## src/assert_macros.svh

```systemverilog
// Assertion macros for the block's top-level module.
`ifndef ASSERT_MACROS_SVH
`define ASSERT_MACROS_SVH
// Checks that a property holds on every rising clock edge outside reset.
`define ASSERT_CLK(label, clk, rst, prop, msg) \
   label: assert property (@(posedge clk) disable iff (rst) (prop)) else $error(msg);
`endif

```

## src/dctb_pkg.sv

```systemverilog
// Types and constants for the duty-cycle timer bank.
package dctb_pkg;
   localparam int unsigned MsPerS = 1000;

   typedef enum logic [3:0] {
      CMD_TICK = 4'd0, CMD_ADD = 4'd1, CMD_SET_ON = 4'd2, CMD_SET_CYC = 4'd3,
      CMD_SET_BOTH = 4'd4, CMD_ENABLE = 4'd5, CMD_GET_ON = 4'd6,
      CMD_GET_CYC = 4'd7, CMD_GET_EL = 4'd8, CMD_BEGIN = 4'd9
   } cmd_type;

   localparam logic [1:0] ST_DONE = 2'd0;
   localparam logic [1:0] ST_REJECT = 2'd1;
   localparam logic [1:0] ST_NOMATCH = 2'd2;

   localparam logic CSR_DEF_ON = 1'b0;
   localparam logic CSR_DEF_CYC = 1'b1;

   typedef struct packed {
      logic [3:0] command;
      logic [1:0] channel_type;
      logic [3:0] floor_id;
      logic [22:0] on_seconds;
      logic [22:0] cycle_seconds;
      logic enable_flag;
   } req_type;

   typedef struct packed {
      logic [1:0] status;
      logic [22:0] value_seconds;
      logic [15:0] channel_states;
   } rsp_type;

   // Seconds to milliseconds, modulo 2^32.
   function automatic logic [31:0] sec_to_ms(input logic [22:0] s);
      logic [41:0] p;
      p = {19'd0, s} * 42'd1000;
      return p[31:0];
   endfunction
endpackage

```

## src/dctb_ram.sv

```systemverilog
// Generic single-port-write, single-read RAM with registered read data.
module dctb_ram #(
   parameter int Width = 32,
   parameter int Depth = 16
) (
   input  logic                     clock,
   input  logic                     wr_en,
   input  logic [$clog2(Depth)-1:0] wr_addr,
   input  logic [Width-1:0]         wr_data,
   input  logic [$clog2(Depth)-1:0] rd_addr,
   output logic [Width-1:0]         rd_data
);
   logic [Width-1:0] mem_ff [Depth];

   always_ff @(posedge clock) begin
      if (wr_en) begin
         mem_ff[wr_addr] <= wr_data;
      end
      rd_data <= mem_ff[rd_addr];
   end
endmodule

```

## src/dctb_div1000.sv

```systemverilog
// Divide-by-1000 unit for 32-bit values by reciprocal multiplication, with a registered product.
module dctb_div1000 (
   input  logic        clock,
   input  logic        reset,
   input  logic        start,
   input  logic [31:0] dividend,
   output logic        busy,
   output logic [22:0] quotient
);
   // 2^38 / 1000 rounded up; the product shifted by 38 is exact for every 32-bit dividend.
   localparam logic [28:0] Recip = 29'd274877907;

   logic [60:0] prod_ff;
   logic        busy_ff;

   assign busy = busy_ff;
   assign quotient = prod_ff[60:38];

   always_ff @(posedge clock) begin
      if (reset) begin
         busy_ff <= 1'b0;
      end else begin
         busy_ff <= start;
      end
      if (start) begin
         prod_ff <= {29'd0, dividend} * {32'd0, Recip};
      end
   end
endmodule

```

## src/duty_cycle_timer_bank.sv

```systemverilog
// Top level of the duty-cycle timer bank: sequencer over channel memories.
//
//   channel | ports       | moves
//   req     | req_*       | one command item
//   rsp     | rsp_*       | one result item
//   csr     | csr_*       | default times
//
// A tick reads, waits for and updates each used channel in turn; begin-all enables each
// used channel in turn; add writes one entry; a full add or an unused code goes straight out.
// Other commands scan the table one entry per cycle up to the match (or its end), then enable,
// read and update the entry, or read it and run the divider (a query); no match ends the scan.
// Reset is synchronous; times live in RAM and are written by add before use.
// The result sits in an output register; a new item waits until it is taken.
module duty_cycle_timer_bank #(
   parameter int CHANNELS = 16
) (
   input  logic                clock,
   input  logic                reset,
   input  logic                req_valid,
   output logic                req_stall,
   input  dctb_pkg::req_type   req_data,
   output logic                rsp_valid,
   input  logic                rsp_stall,
   output dctb_pkg::rsp_type   rsp_data,
   input  logic                csr_write,
   input  logic                csr_index,
   input  logic [31:0]         csr_data
);
   `include "assert_macros.svh"

   localparam int IW = (CHANNELS > 1) ? $clog2(CHANNELS) : 1;
   localparam int CW = $clog2(CHANNELS + 1);

   typedef enum logic [3:0] {
      S_IDLE, S_SRCH, S_SRCH_W, S_RUN_RD, S_RUN_W, S_RUN_WR, S_OP_RD, S_OP_W,
      S_OP_WR, S_OP2_RD, S_OP2_W, S_DIV, S_DIV_W, S_OUT
   } state_type;

   state_type         state_ff;
   dctb_pkg::req_type req_ff;
   logic [31:0]       def_on_ff, def_cyc_ff, now_ff;
   logic [1:0]        kind_ff [CHANNELS];
   logic [3:0]        floor_ff [CHANNELS];
   logic [CHANNELS-1:0] level_ff, enab_ff;
   logic [CW-1:0]     count_ff;
   logic [IW-1:0]     idx_ff;
   logic              found_ff;
   logic [1:0]        status_ff;
   logic [22:0]       value_ff;
   logic              rsp_valid_ff;
   logic [15:0]       states_out_ff;

   // Memories: on-time with cycle time in one word, and start mark.
   logic        times_we, mk_we;
   logic [63:0] times_wd, times_rd;
   logic [31:0] mk_wd, mk_rd, on_rd, cyc_rd;

   dctb_ram #(.Width(64), .Depth(CHANNELS)) u_times (.clock(clock), .wr_en(times_we),
      .wr_addr(idx_ff), .wr_data(times_wd), .rd_addr(idx_ff), .rd_data(times_rd));
   dctb_ram #(.Width(32), .Depth(CHANNELS)) u_mk (.clock(clock), .wr_en(mk_we),
      .wr_addr(idx_ff), .wr_data(mk_wd), .rd_addr(idx_ff), .rd_data(mk_rd));

   assign on_rd  = times_rd[63:32];
   assign cyc_rd = times_rd[31:0];

   logic        div_start, div_busy;
   logic [31:0] div_in;
   logic [22:0] div_q;

   dctb_div1000 u_div (.clock(clock), .reset(reset), .start(div_start),
      .dividend(div_in), .busy(div_busy), .quotient(div_q));

   logic [31:0] on_ms_req, cyc_ms_req, elapsed;
   logic        last_idx, cmd_sel;
   assign on_ms_req  = dctb_pkg::sec_to_ms(req_ff.on_seconds);
   assign cyc_ms_req = dctb_pkg::sec_to_ms(req_ff.cycle_seconds);
   assign elapsed    = now_ff - mk_rd;
   assign last_idx   = (CW'(idx_ff) + CW'(1) >= count_ff);
   assign cmd_sel    = (req_ff.command >= dctb_pkg::CMD_SET_ON) &&
                       (req_ff.command <= dctb_pkg::CMD_GET_EL);

   assign req_stall = (state_ff != S_IDLE) || rsp_valid_ff;
   assign rsp_valid = rsp_valid_ff;
   assign rsp_data  = '{status: status_ff, value_seconds: value_ff,
                        channel_states: states_out_ff};

   // Write strobes for the two memories, and the divider start and input.
   always_comb begin
      times_we = 1'b0; mk_we = 1'b0;
      times_wd = {on_ms_req, cyc_ms_req}; mk_wd = now_ff;
      div_start = 1'b0; div_in = on_rd;
      case (state_ff)
         S_OP_RD: begin
            if (req_ff.command == dctb_pkg::CMD_ADD) begin
               times_we = 1'b1; mk_we = 1'b1; mk_wd = 32'd0;
               if (req_ff.on_seconds >= req_ff.cycle_seconds) begin
                  times_wd = {def_on_ff, def_cyc_ff};
               end
            end else if (req_ff.command == dctb_pkg::CMD_BEGIN) begin
               mk_we = 1'b1;
            end
         end
         S_RUN_WR: begin
            mk_we = enab_ff[idx_ff] && !(elapsed < on_rd && !level_ff[idx_ff]) &&
                    !(elapsed >= on_rd && elapsed < cyc_rd && level_ff[idx_ff]) &&
                    (elapsed >= cyc_rd);
         end
         S_OP_WR: begin
            case (req_ff.command)
               dctb_pkg::CMD_SET_ON, dctb_pkg::CMD_SET_BOTH: begin
                  times_we = on_ms_req < cyc_rd;
                  times_wd = {on_ms_req, cyc_rd};
               end
               dctb_pkg::CMD_SET_CYC: begin
                  times_we = on_rd < cyc_ms_req;
                  times_wd = {on_rd, cyc_ms_req};
               end
               dctb_pkg::CMD_GET_ON: div_start = 1'b1;
               dctb_pkg::CMD_GET_CYC: begin
                  div_start = 1'b1; div_in = cyc_rd;
               end
               dctb_pkg::CMD_GET_EL: begin
                  div_start = 1'b1; div_in = elapsed;
               end
               default: ;
            endcase
         end
         S_OP2_W: begin
            times_we = on_rd < cyc_ms_req;
            times_wd = {on_rd, cyc_ms_req};
         end
         default: ;
      endcase
   end

   always_ff @(posedge clock) begin
      if (reset) begin
         state_ff <= S_IDLE;
         def_on_ff <= 32'd1000;
         def_cyc_ff <= 32'd60000;
         now_ff <= 32'd0;
         level_ff <= '0;
         enab_ff <= '0;
         count_ff <= '0;
         rsp_valid_ff <= 1'b0;
         for (int i = 0; i < CHANNELS; i++) begin
            kind_ff[i] <= 2'd0;
            floor_ff[i] <= 4'd0;
         end
      end else begin
         if (csr_write) begin
            if (csr_index == dctb_pkg::CSR_DEF_ON) def_on_ff <= csr_data;
            else def_cyc_ff <= csr_data;
         end
         if (rsp_valid_ff && !rsp_stall) rsp_valid_ff <= 1'b0;
         case (state_ff)
            S_IDLE: begin
               if (req_valid && !req_stall) begin
                  req_ff <= req_data;
                  idx_ff <= '0;
                  found_ff <= 1'b0;
                  status_ff <= dctb_pkg::ST_DONE;
                  value_ff <= 23'd0;
                  case (req_data.command)
                     dctb_pkg::CMD_TICK: begin
                        now_ff <= now_ff + 32'd1;
                        state_ff <= (count_ff == '0) ? S_OUT : S_RUN_RD;
                     end
                     dctb_pkg::CMD_ADD: begin
                        if (count_ff >= CW'(CHANNELS)) begin
                           status_ff <= dctb_pkg::ST_NOMATCH;
                           state_ff <= S_OUT;
                        end else begin
                           idx_ff <= IW'(count_ff);
                           state_ff <= S_OP_RD;
                        end
                     end
                     dctb_pkg::CMD_BEGIN:
                        state_ff <= (count_ff == '0) ? S_OUT : S_OP_RD;
                     dctb_pkg::CMD_SET_ON, dctb_pkg::CMD_SET_CYC,
                     dctb_pkg::CMD_SET_BOTH, dctb_pkg::CMD_ENABLE,
                     dctb_pkg::CMD_GET_ON, dctb_pkg::CMD_GET_CYC,
                     dctb_pkg::CMD_GET_EL: state_ff <= S_SRCH;
                     default: state_ff <= S_OUT;
                  endcase
               end
            end
            S_SRCH: begin
               // One table entry compared per cycle, first match wins.
               if (count_ff == '0 || CW'(idx_ff) >= count_ff) begin
                  status_ff <= dctb_pkg::ST_NOMATCH;
                  state_ff <= S_OUT;
               end else if (kind_ff[idx_ff] == req_ff.channel_type &&
                            floor_ff[idx_ff] == req_ff.floor_id) begin
                  found_ff <= 1'b1;
                  state_ff <= S_OP_RD;
               end else if (last_idx) begin
                  status_ff <= dctb_pkg::ST_NOMATCH;
                  state_ff <= S_OUT;
               end else begin
                  idx_ff <= idx_ff + IW'(1);
               end
            end
            S_RUN_RD: state_ff <= S_RUN_W;
            S_RUN_W: state_ff <= S_RUN_WR;
            S_RUN_WR: begin
               if (enab_ff[idx_ff]) begin
                  if (elapsed < on_rd && !level_ff[idx_ff])
                     level_ff[idx_ff] <= 1'b1;
                  else if (elapsed >= on_rd && elapsed < cyc_rd && level_ff[idx_ff])
                     level_ff[idx_ff] <= 1'b0;
               end
               if (last_idx) state_ff <= S_OUT;
               else begin
                  idx_ff <= idx_ff + IW'(1);
                  state_ff <= S_RUN_RD;
               end
            end
            S_OP_RD: begin
               case (req_ff.command)
                  dctb_pkg::CMD_ADD: begin
                     kind_ff[idx_ff] <= req_ff.channel_type;
                     floor_ff[idx_ff] <= req_ff.floor_id;
                     level_ff[idx_ff] <= 1'b0;
                     enab_ff[idx_ff] <= 1'b0;
                     count_ff <= count_ff + CW'(1);
                     state_ff <= S_OUT;
                  end
                  dctb_pkg::CMD_BEGIN: begin
                     enab_ff[idx_ff] <= 1'b1;
                     if (last_idx) state_ff <= S_OUT;
                     else idx_ff <= idx_ff + IW'(1);
                  end
                  dctb_pkg::CMD_ENABLE: begin
                     enab_ff[idx_ff] <= req_ff.enable_flag;
                     state_ff <= S_OUT;
                  end
                  default: state_ff <= S_OP_W;
               endcase
            end
            S_OP_W: state_ff <= S_OP_WR;
            S_OP_WR: begin
               case (req_ff.command)
                  dctb_pkg::CMD_SET_ON: begin
                     if (!(on_ms_req < cyc_rd)) status_ff <= dctb_pkg::ST_REJECT;
                     state_ff <= S_OUT;
                  end
                  dctb_pkg::CMD_SET_CYC: begin
                     if (!(on_rd < cyc_ms_req)) status_ff <= dctb_pkg::ST_REJECT;
                     state_ff <= S_OUT;
                  end
                  dctb_pkg::CMD_SET_BOTH: begin
                     if (!(on_ms_req < cyc_rd)) status_ff <= dctb_pkg::ST_REJECT;
                     state_ff <= S_OP2_RD;
                  end
                  default: state_ff <= S_DIV;
               endcase
            end
            // Reread the on-time after the first half of set-both.
            S_OP2_RD: state_ff <= S_OP2_W;
            S_OP2_W: begin
               if (!(on_rd < cyc_ms_req)) status_ff <= dctb_pkg::ST_REJECT;
               state_ff <= S_OUT;
            end
            S_DIV: state_ff <= S_DIV_W;
            S_DIV_W: begin
               if (!div_busy) begin
                  value_ff <= div_q;
                  state_ff <= S_OUT;
               end
            end
            S_OUT: begin
               rsp_valid_ff <= 1'b1;
               state_ff <= S_IDLE;
            end
            default: state_ff <= S_IDLE;
         endcase
      end
   end

   always_ff @(posedge clock) begin
      if (state_ff == S_OUT) states_out_ff <= 16'(level_ff);
   end

   `ASSERT_CLK(a_no_accept_busy, clock, reset,
      (req_valid && !req_stall) |-> (state_ff == S_IDLE && !rsp_valid_ff),
      "item accepted while busy")
   `ASSERT_CLK(a_count_range, clock, reset,
      count_ff <= CW'(CHANNELS), "channel count overflow")
   `ASSERT_CLK(a_rsp_from_out, clock, reset,
      $rose(rsp_valid_ff) |-> $past(state_ff == S_OUT), "result without sequencer")
   `ASSERT_CLK(a_found_sel, clock, reset,
      (state_ff == S_OP_W) |-> (found_ff && cmd_sel), "operation without match")
endmodule
```

## config.mk

```make
export PLATFORM = sky130hd
export DESIGN_NAME = duty_cycle_timer_bank
export DESIGN_NICKNAME = d
export VERILOG_FILES = /design/src/dctb_pkg.sv /design/src/dctb_ram.sv /design/src/dctb_div1000.sv /design/src/duty_cycle_timer_bank.sv
export VERILOG_INCLUDE_DIRS = /design/src /design/src/src
export SDC_FILE = /design/constraint.sdc
export NUM_CORES = 2
export LEC_CHECK = 0
export BUFFER_PORTS_ARGS = -buffer_cell sky130_fd_sc_hd__buf_4
export CAP_MARGIN = 0
export CORE_MARGIN = 2
export CORE_UTILIZATION = 50
export DETAILED_ROUTE_END_ITERATION = 7
export PLACE_DENSITY = 0.66
export REMOVE_ABC_BUFFERS = 1
export SLEW_MARGIN = 20
export SYNTH_ARGS = -nofsm -noshare
export SYNTH_HDL_FRONTEND = slang
export SYNTH_HIERARCHICAL = 1
export SYNTH_SLANG_ARGS = --single-unit
```

## constraint.sdc

```tcl
create_clock -name clock -period 26.3 [get_ports clock]
set_input_delay 6.575 -clock clock [delete_from_list [all_inputs] [get_ports clock]]
set_output_delay 6.575 -clock clock [all_outputs]
set_load 0.02 [all_outputs]
```

* Word level (Yosys, flattened, before mapping)
Memories as Yosys holds them, arrays and structs flattened. A register that Yosys moved wholly into a read port is not among the register bits.
Cells that the tools add are included.
** Storage, ports and cells
- Flip-flop bits (word level) :: 302
- Memory bits (writable) :: 1632
- Bits of input ports :: 95
- Memories kept :: 4
** Memories
- u_times.mem_ff :: words 16, bits a word 64, rd ports 1, clocked after Yosys merged registers in 1, wr ports 1, RTL line dctb_ram.sv:13 : logic [Width-1:0] mem_ff [Depth];
- u_mk.mem_ff :: words 16, bits a word 32, rd ports 1, clocked after Yosys merged registers in 1, wr ports 1, RTL line dctb_ram.sv:13
- floor_ff :: words 16, bits a word 4, rd ports 1, clocked after Yosys merged registers in 1, wr ports 16, RTL line duty_cycle_timer_bank.sv:43 : logic [3:0] floor_ff [CHANNELS];
- kind_ff :: words 16, bits a word 2, rd ports 1, clocked after Yosys merged registers in 1, wr ports 16, RTL line duty_cycle_timer_bank.sv:42 : logic [1:0] kind_ff [CHANNELS];
** Cells by class
- Add/subtract/negate cells :: 5
- Multipliers :: 3
- Order comparisons :: 12
- Equal/unequal tests :: 44
- Mux-type cells :: 82
- Bitwise gates (word level) :: 7
- Reductions and logical operators :: 45
** Operators by type and width (count)
- one-hot mux 64 bit (3 select lines) :: 1
- < comparator 32 bit :: 4
- two-way mux 64 bit :: 2
- one-hot mux 64 bit (2 select lines) :: 1
- two-way mux 32 bit :: 3
- two-way mux 4 bit :: 21
- >= comparator 32 bit :: 2
- two-way mux 16 bit :: 4
- one-hot mux 32 bit (2 select lines) :: 1
- multiplier 32 x 29 -> 61 bit (second input constant) :: 1
- multiplier 23 x 7 -> 29 bit (second input constant) :: 2
- == test 4 x 3 -> 1 bit (second input constant) :: 12
- one-hot mux 16 bit (3 select lines) :: 1
- one-hot mux 4 bit (12 select lines) :: 1
- two-way mux 23 bit :: 2
- one-hot mux 23 bit (2 select lines) :: 1
- == test 4 bit (second input constant) :: 10
- adder 32 x 1 -> 32 bit (second input constant) :: 1
- AND 16 bit :: 2
- OR 16 bit :: 2
- one-hot mux 16 bit (2 select lines) :: 1
- one-hot mux 4 bit (4 select lines) :: 2
- subtractor 32 bit :: 1
- >= comparator 23 bit :: 1
- other kinds (45) :: 119

* Longest topological paths before layout
- Depth in word-level cells :: 11
- Mapped depth :: 37
- Mapped depth without buffers :: 37

* Cells and area by module
The synthesis kept the hierarchy.
** Modules (own cells, without submodules)
- dctb_ram at u_times :: times used 1, cells an instance 1647, area an instance 39581.7 um^2, sequential area each 32030.7 um^2
- duty_cycle_timer_bank :: times used 1, cells an instance 3031, area an instance 28832.7 um^2, sequential area each 8788.4 um^2
- dctb_ram at u_mk :: times used 1, cells an instance 838, area an instance 19835.3 um^2, sequential area each 16015.4 um^2
- dctb_div1000 :: times used 1, cells an instance 1531, area an instance 15294.7 um^2, sequential area each 710.7 um^2

* Least setup slack after synthesis
No wires, ideal clock.
- Path kind :: register to register
- From :: register req_ff[6] (netlist name)
- To :: memory u_times.mem_ff[0][0], enable pin
- Library setup time :: 0.565 ns
- Arrival time :: 10.578 ns
- Required time :: 25.735 ns
- Path slack :: 15.157 ns
- Stages on the path, launching flop included :: 27
- Path buffers :: 0
- Cells stage by stage :: edfxtp_1 -> inv_1 -> fa_1 -> fa_1 -> fa_1 -> fa_1 -> inv_1 -> ha_1 -> a21o_1 -> o211ai_1 -> o21ba_2 -> o21ai_1 -> o21ai_0 -> a21o_1 -> a21oi_1 -> xor2_1 -> ha_1 -> and4_1 -> a31oi_1 -> nand2_1 -> a21oi_1 -> maj3_1 -> a311o_1 -> a211oi_2 -> o211ai_1 -> or3b_2 -> nor3_1
** Between the ends
- Word-level cells in the longest chain between the ends :: 6
** RTL lines
- start, declared :: RTL line duty_cycle_timer_bank.sv:40 : dctb_pkg::req_type req_ff;
- start signal, assigned :: RTL line duty_cycle_timer_bank.sv:159 : req_ff <= req_data;
- multiplier 23 x 7 -> 29 bit * :: RTL line dctb_pkg.sv:36 : p = {19'd0, s} * 42'd1000;
- < comparator 32 bit * :: RTL line duty_cycle_timer_bank.sv:115, duty_cycle_timer_bank.sv:129
- one-hot mux 1 bit (2 select lines) :: RTL line duty_cycle_timer_bank.sv:109 : case (req_ff.command)
- one-hot mux 1 bit (3 select lines) * :: RTL line duty_cycle_timer_bank.sv:92 : case (state_ff)
- via times_we :: RTL line duty_cycle_timer_bank.sv:54 : logic times_we, mk_we;
- two-way mux 1 bit * :: RTL line dctb_ram.sv:16 : if (wr_en) begin
- two-way mux 1 bit (not written as such) * :: RTL line dctb_ram.sv:17 : mem_ff[wr_addr] <= wr_data;
- end, declared :: RTL line dctb_ram.sv:13
Mark *: on every way through the listed nets, which the timed path passes. The rest lies on a longest branch.

* Worst setup path in the final report
- From :: register now_ff[0]
- To :: register u_div.prod_ff[58] (data pin)
** Between the ends
- Word-level cells in the longest chain between the ends :: 4
** RTL lines
- start, declared :: RTL line duty_cycle_timer_bank.sv:41 : logic [31:0] def_on_ff, def_cyc_ff, now_ff;
- start signal, assigned :: RTL line duty_cycle_timer_bank.sv:166 : now_ff <= now_ff + 32'd1;
- subtractor 32 bit :: RTL line duty_cycle_timer_bank.sv:77 : assign elapsed = now_ff - mk_rd;
- one-hot mux 32 bit (2 select lines) :: RTL line duty_cycle_timer_bank.sv:109
- two-way mux 32 bit :: RTL line duty_cycle_timer_bank.sv:92
- via div_in[24] :: RTL line duty_cycle_timer_bank.sv:67 : logic [31:0] div_in;
- multiplier 32 x 29 -> 61 bit :: RTL line dctb_div1000.sv:26 : prod_ff <= {29'd0, dividend} * {32'd0, Recip};
- end signal, assigned :: RTL line dctb_div1000.sv:26
- end, declared :: RTL line dctb_div1000.sv:13 : logic [60:0] prod_ff;
The timed path passes the listed nets, and every way through them passes these cells.
A chain may end at the register's enable or synchronous reset.

==> results.toml <==
[run_status]
status = "finished clean"

[clock_tree]
cts.sinks = 1996
cts_made_buffers = 200
ctsHoldBuffers = 0
path_clk_slew_ps = 60
post_cts_buffers = 0
cts_max_path_buffers = 3
insertion_delay_ps = 870
cts_resized = 0
clockRootBuffer = "clkbuf_16"
h-tree-depth = 4
cts_tree = "yes"

[global_routing]
grt_pass1_vias = 63100
antenna_found_initial = 17
grt_pass1_wl_mm = 417
grt_max_degree = 106
overflow = 0
grt_usage_pct = 26.9

[worst_setup_path]
path_class = "reg2reg"
worstSetupStartpointType = "register"
cp_top_family = "adder cells"
crit_arrival_ps = 11070
startpoint = "now_ff[0]$_SDFFE_PP0P_"
cpPeakStageDelay_ps = 630
crit_path_end_kind = "register"
crit_fanout = 10
r2r_start = "now_ff[0]$_SDFFE_PP0P_"
critPathRequiredTime_ps = 26910
cp.buffers_inverters = 8
cp_slowest_cell = "a221o_1"

[sta]
grt_setup_unrepaired = "no"
fin_hold_ws_ps = 455
min_period_over_period_pct = 39.8
worst_clock_skew_ps = 64.3
slew_headroom_pct = 21.4
max_freq_mhz = 95.6
worst_pin_slew_ps = 1170
setup-violations-final = 0
hold_viol = 0
slew_viol_final = 0
layout_min_cycle_time_ps = 10460
setup_ws_ps = 15840

[synthesis]
ys_types = 101
synth_top_flop_cell = "edfxtp_1"
synthCells = 7047
synth-seq-cells = 1996
syn_area_sq_mm = 0.104
synth_edf_count = 1757
seq_area_frac_synth_pct = 55.6
async_flop_share_pct = 0
yosys_warnings = 6
avgSynthCellArea_sq_um = 14.7

[placed_design]
port_buffers = 137
place_ws_ps = 15970
place_area_sq_mm = 0.108
place_inst = 9792
dpl.hpwl_mm = 189
gp_congestion = 0.973

[routing]
drt_iter0_drc = 6477
via_count = 61400
met2_length_mm = 134
wl_mm = 282
wl_met3_mm = 23.4
drc_errors = 0
final_antenna_net_count = 0
vias_per_cell = 6.04
drt_first_pass_iters = 6
met1_length_mm = 114
wire_per_inst_um = 27.7
highest_layer = "met5"

[layout]
final_cell_count_no_fill = 10200
final_nets = 8548
fin_area_sq_mm = 0.115
drive_gt1_share_pct = 15.5
area_growth_pct = 11.1

[floorplan]
ios = 138
start_util_pct = 50.2
die_area_sq_mm = 0.211
core-area_sq_mm = 0.206
dieHeight_um = 459
die_w_um = 459
row_count = 167

[min_path]
hp-class = "reg2reg"
min-delay-start = "def_cyc_ff[29]$_SDFFE_PP0P_"

[job]
cap_violations = 0
[cells by family after synthesis]
kind of cell | synth area share [%]
AO/OA/AOI/OAI | 6.94
XOR/XNOR | 1.17
adder cells (fa/ha/maj) | 17.4
buffers and inverters | 4.43
flip-flops | 55.6
multiplexers | 9.32
AND/OR/NAND/NOR | 5.15
[routing by layer]
layer  up-vias  track usage [%]
met4         4             9.33
met5         -                0
met2      2645             43.5
met3       468             4.55
met1     31800             37.2
li1      26500                -
[worst min-delay path: stages (launching register included)]
cell,delay [ps]
dfxtp_1,310
nand2_1,50
a21oi_1,50
[layout by cell type (no fill, tap or decap), types with 57 or more instances in the layout]
cell / netlist / layout
nor2b_1: 71 / 57
ha_1: 700 / 700
xor2_1: 69 / 68
o21ai_0: 176 / 153
and2_1: 87 / 84
mux4_2: 422 / 422
a22oi_1: 257 / 257
dfxtp_1: 239 / 238
xnor2_1: 69 / 69
nor2_1: 182 / 152
a21oi_1: 246 / 242
buf_4: 18 / 295
nand2_1: 385 / 385
edfxtp_1: 1757 / 1757
a21o_1: 97 / 97
nand3_1: 58 / 58
and3_1: 87 / 87
clkbuf_16: 0 / 203
inv_1: 907 / 907
fa_1: 463 / 463
[final timing paths]
kind / slack [ps] / end / depth (start not counted)
min: 450 / def_cyc_ff[29]$_SDFFE_PP0P_ / 2
min reg2reg: 450 / def_cyc_ff[29]$_SDFFE_PP0P_ / 2
max reg2reg: 15840 / u_div/prod_ff[58]$_DFFE_PP_ / 37
max: 15840 / u_div/prod_ff[58]$_DFFE_PP_ / 37
[cells in the mapped netlist, types with 7 or more instances]
cell / n / area share, %
o31ai_1: 11 / 0.080
or3_1: 7 / 0.042
a21oi_1: 246 / 1.2
mux2i_1: 11 / 0.11
nand3_1: 58 / 0.28
a311oi_1: 18 / 0.15
nor2b_1: 71 / 0.43
o21a_1: 22 / 0.16
buf_2: 28 / 0.14
nand3b_1: 22 / 0.16
nand4_1: 40 / 0.24
buf_1: 31 / 0.11
and3_1: 87 / 0.53
buf_6: 15 / 0.16
a22oi_1: 257 / 1.9
o21ai_0: 176 / 0.85
a21boi_0: 9 / 0.065
o21bai_1: 19 / 0.14
xnor2_1: 69 / 0.58
o21ai_1: 14 / 0.068
a31oi_1: 30 / 0.18
nand2_1: 385 / 1.4
o211ai_1: 20 / 0.15
nor2_1: 182 / 0.66
dfxtp_1: 239 / 4.6
a221oi_1: 9 / 0.076
buf_4: 18 / 0.13
or2_2: 19 / 0.11
inv_1: 907 / 3.3
a211oi_1: 37 / 0.27
nor3_1: 44 / 0.21
ha_1: 700 / 8.5
nand2b_1: 33 / 0.20
a21o_1: 97 / 0.70
edfxtp_1: 1757 / 51
clkbuf_1: 165 / 0.60
mux4_2: 422 / 9.2
and2_1: 87 / 0.53
and4_1: 8 / 0.068
fa_1: 463 / 9.0
xor2_1: 69 / 0.58
a221o_1: 13 / 0.13
[registers in the layout, indices dropped and copies added, names as in the netlist, 23 cells and up, named ones only]
name	flops
value_ff	23
now_ff	32
req_ff	57
def_on_ff	32
u_mk/mem_ff	512
floor_ff	64
u_div/prod_ff	23
u_mk/rd_data	32
u_times/mem_ff	1024
u_times/rd_data	64
kind_ff	32
def_cyc_ff	32
[metrics by stage]
stage	util (%)	TNS (ps)
after floorplan	-	-1543560
after global placement	52.5	0
after detailed placement	52.5	0
after CTS	55.7	0
after global routing	55.7	0
final	55.7	0
[final cells by class]
class                           count  area [sq um]
Clock inverter                    110          1130
Tap cell                         2704          3380
Inverter                          907          3400
Sequential cell                  1996         57500
Clock buffer                      269          5470
Antenna cell                        6          15.0
Multi-Input combinational cell   3887         41800
Fill cell                       16300         91400
Timing Repair Buffer              298          2270
Power is not shown: default switching activity piles up to over one toggle a cycle in this logic, so the estimate is an artifact.
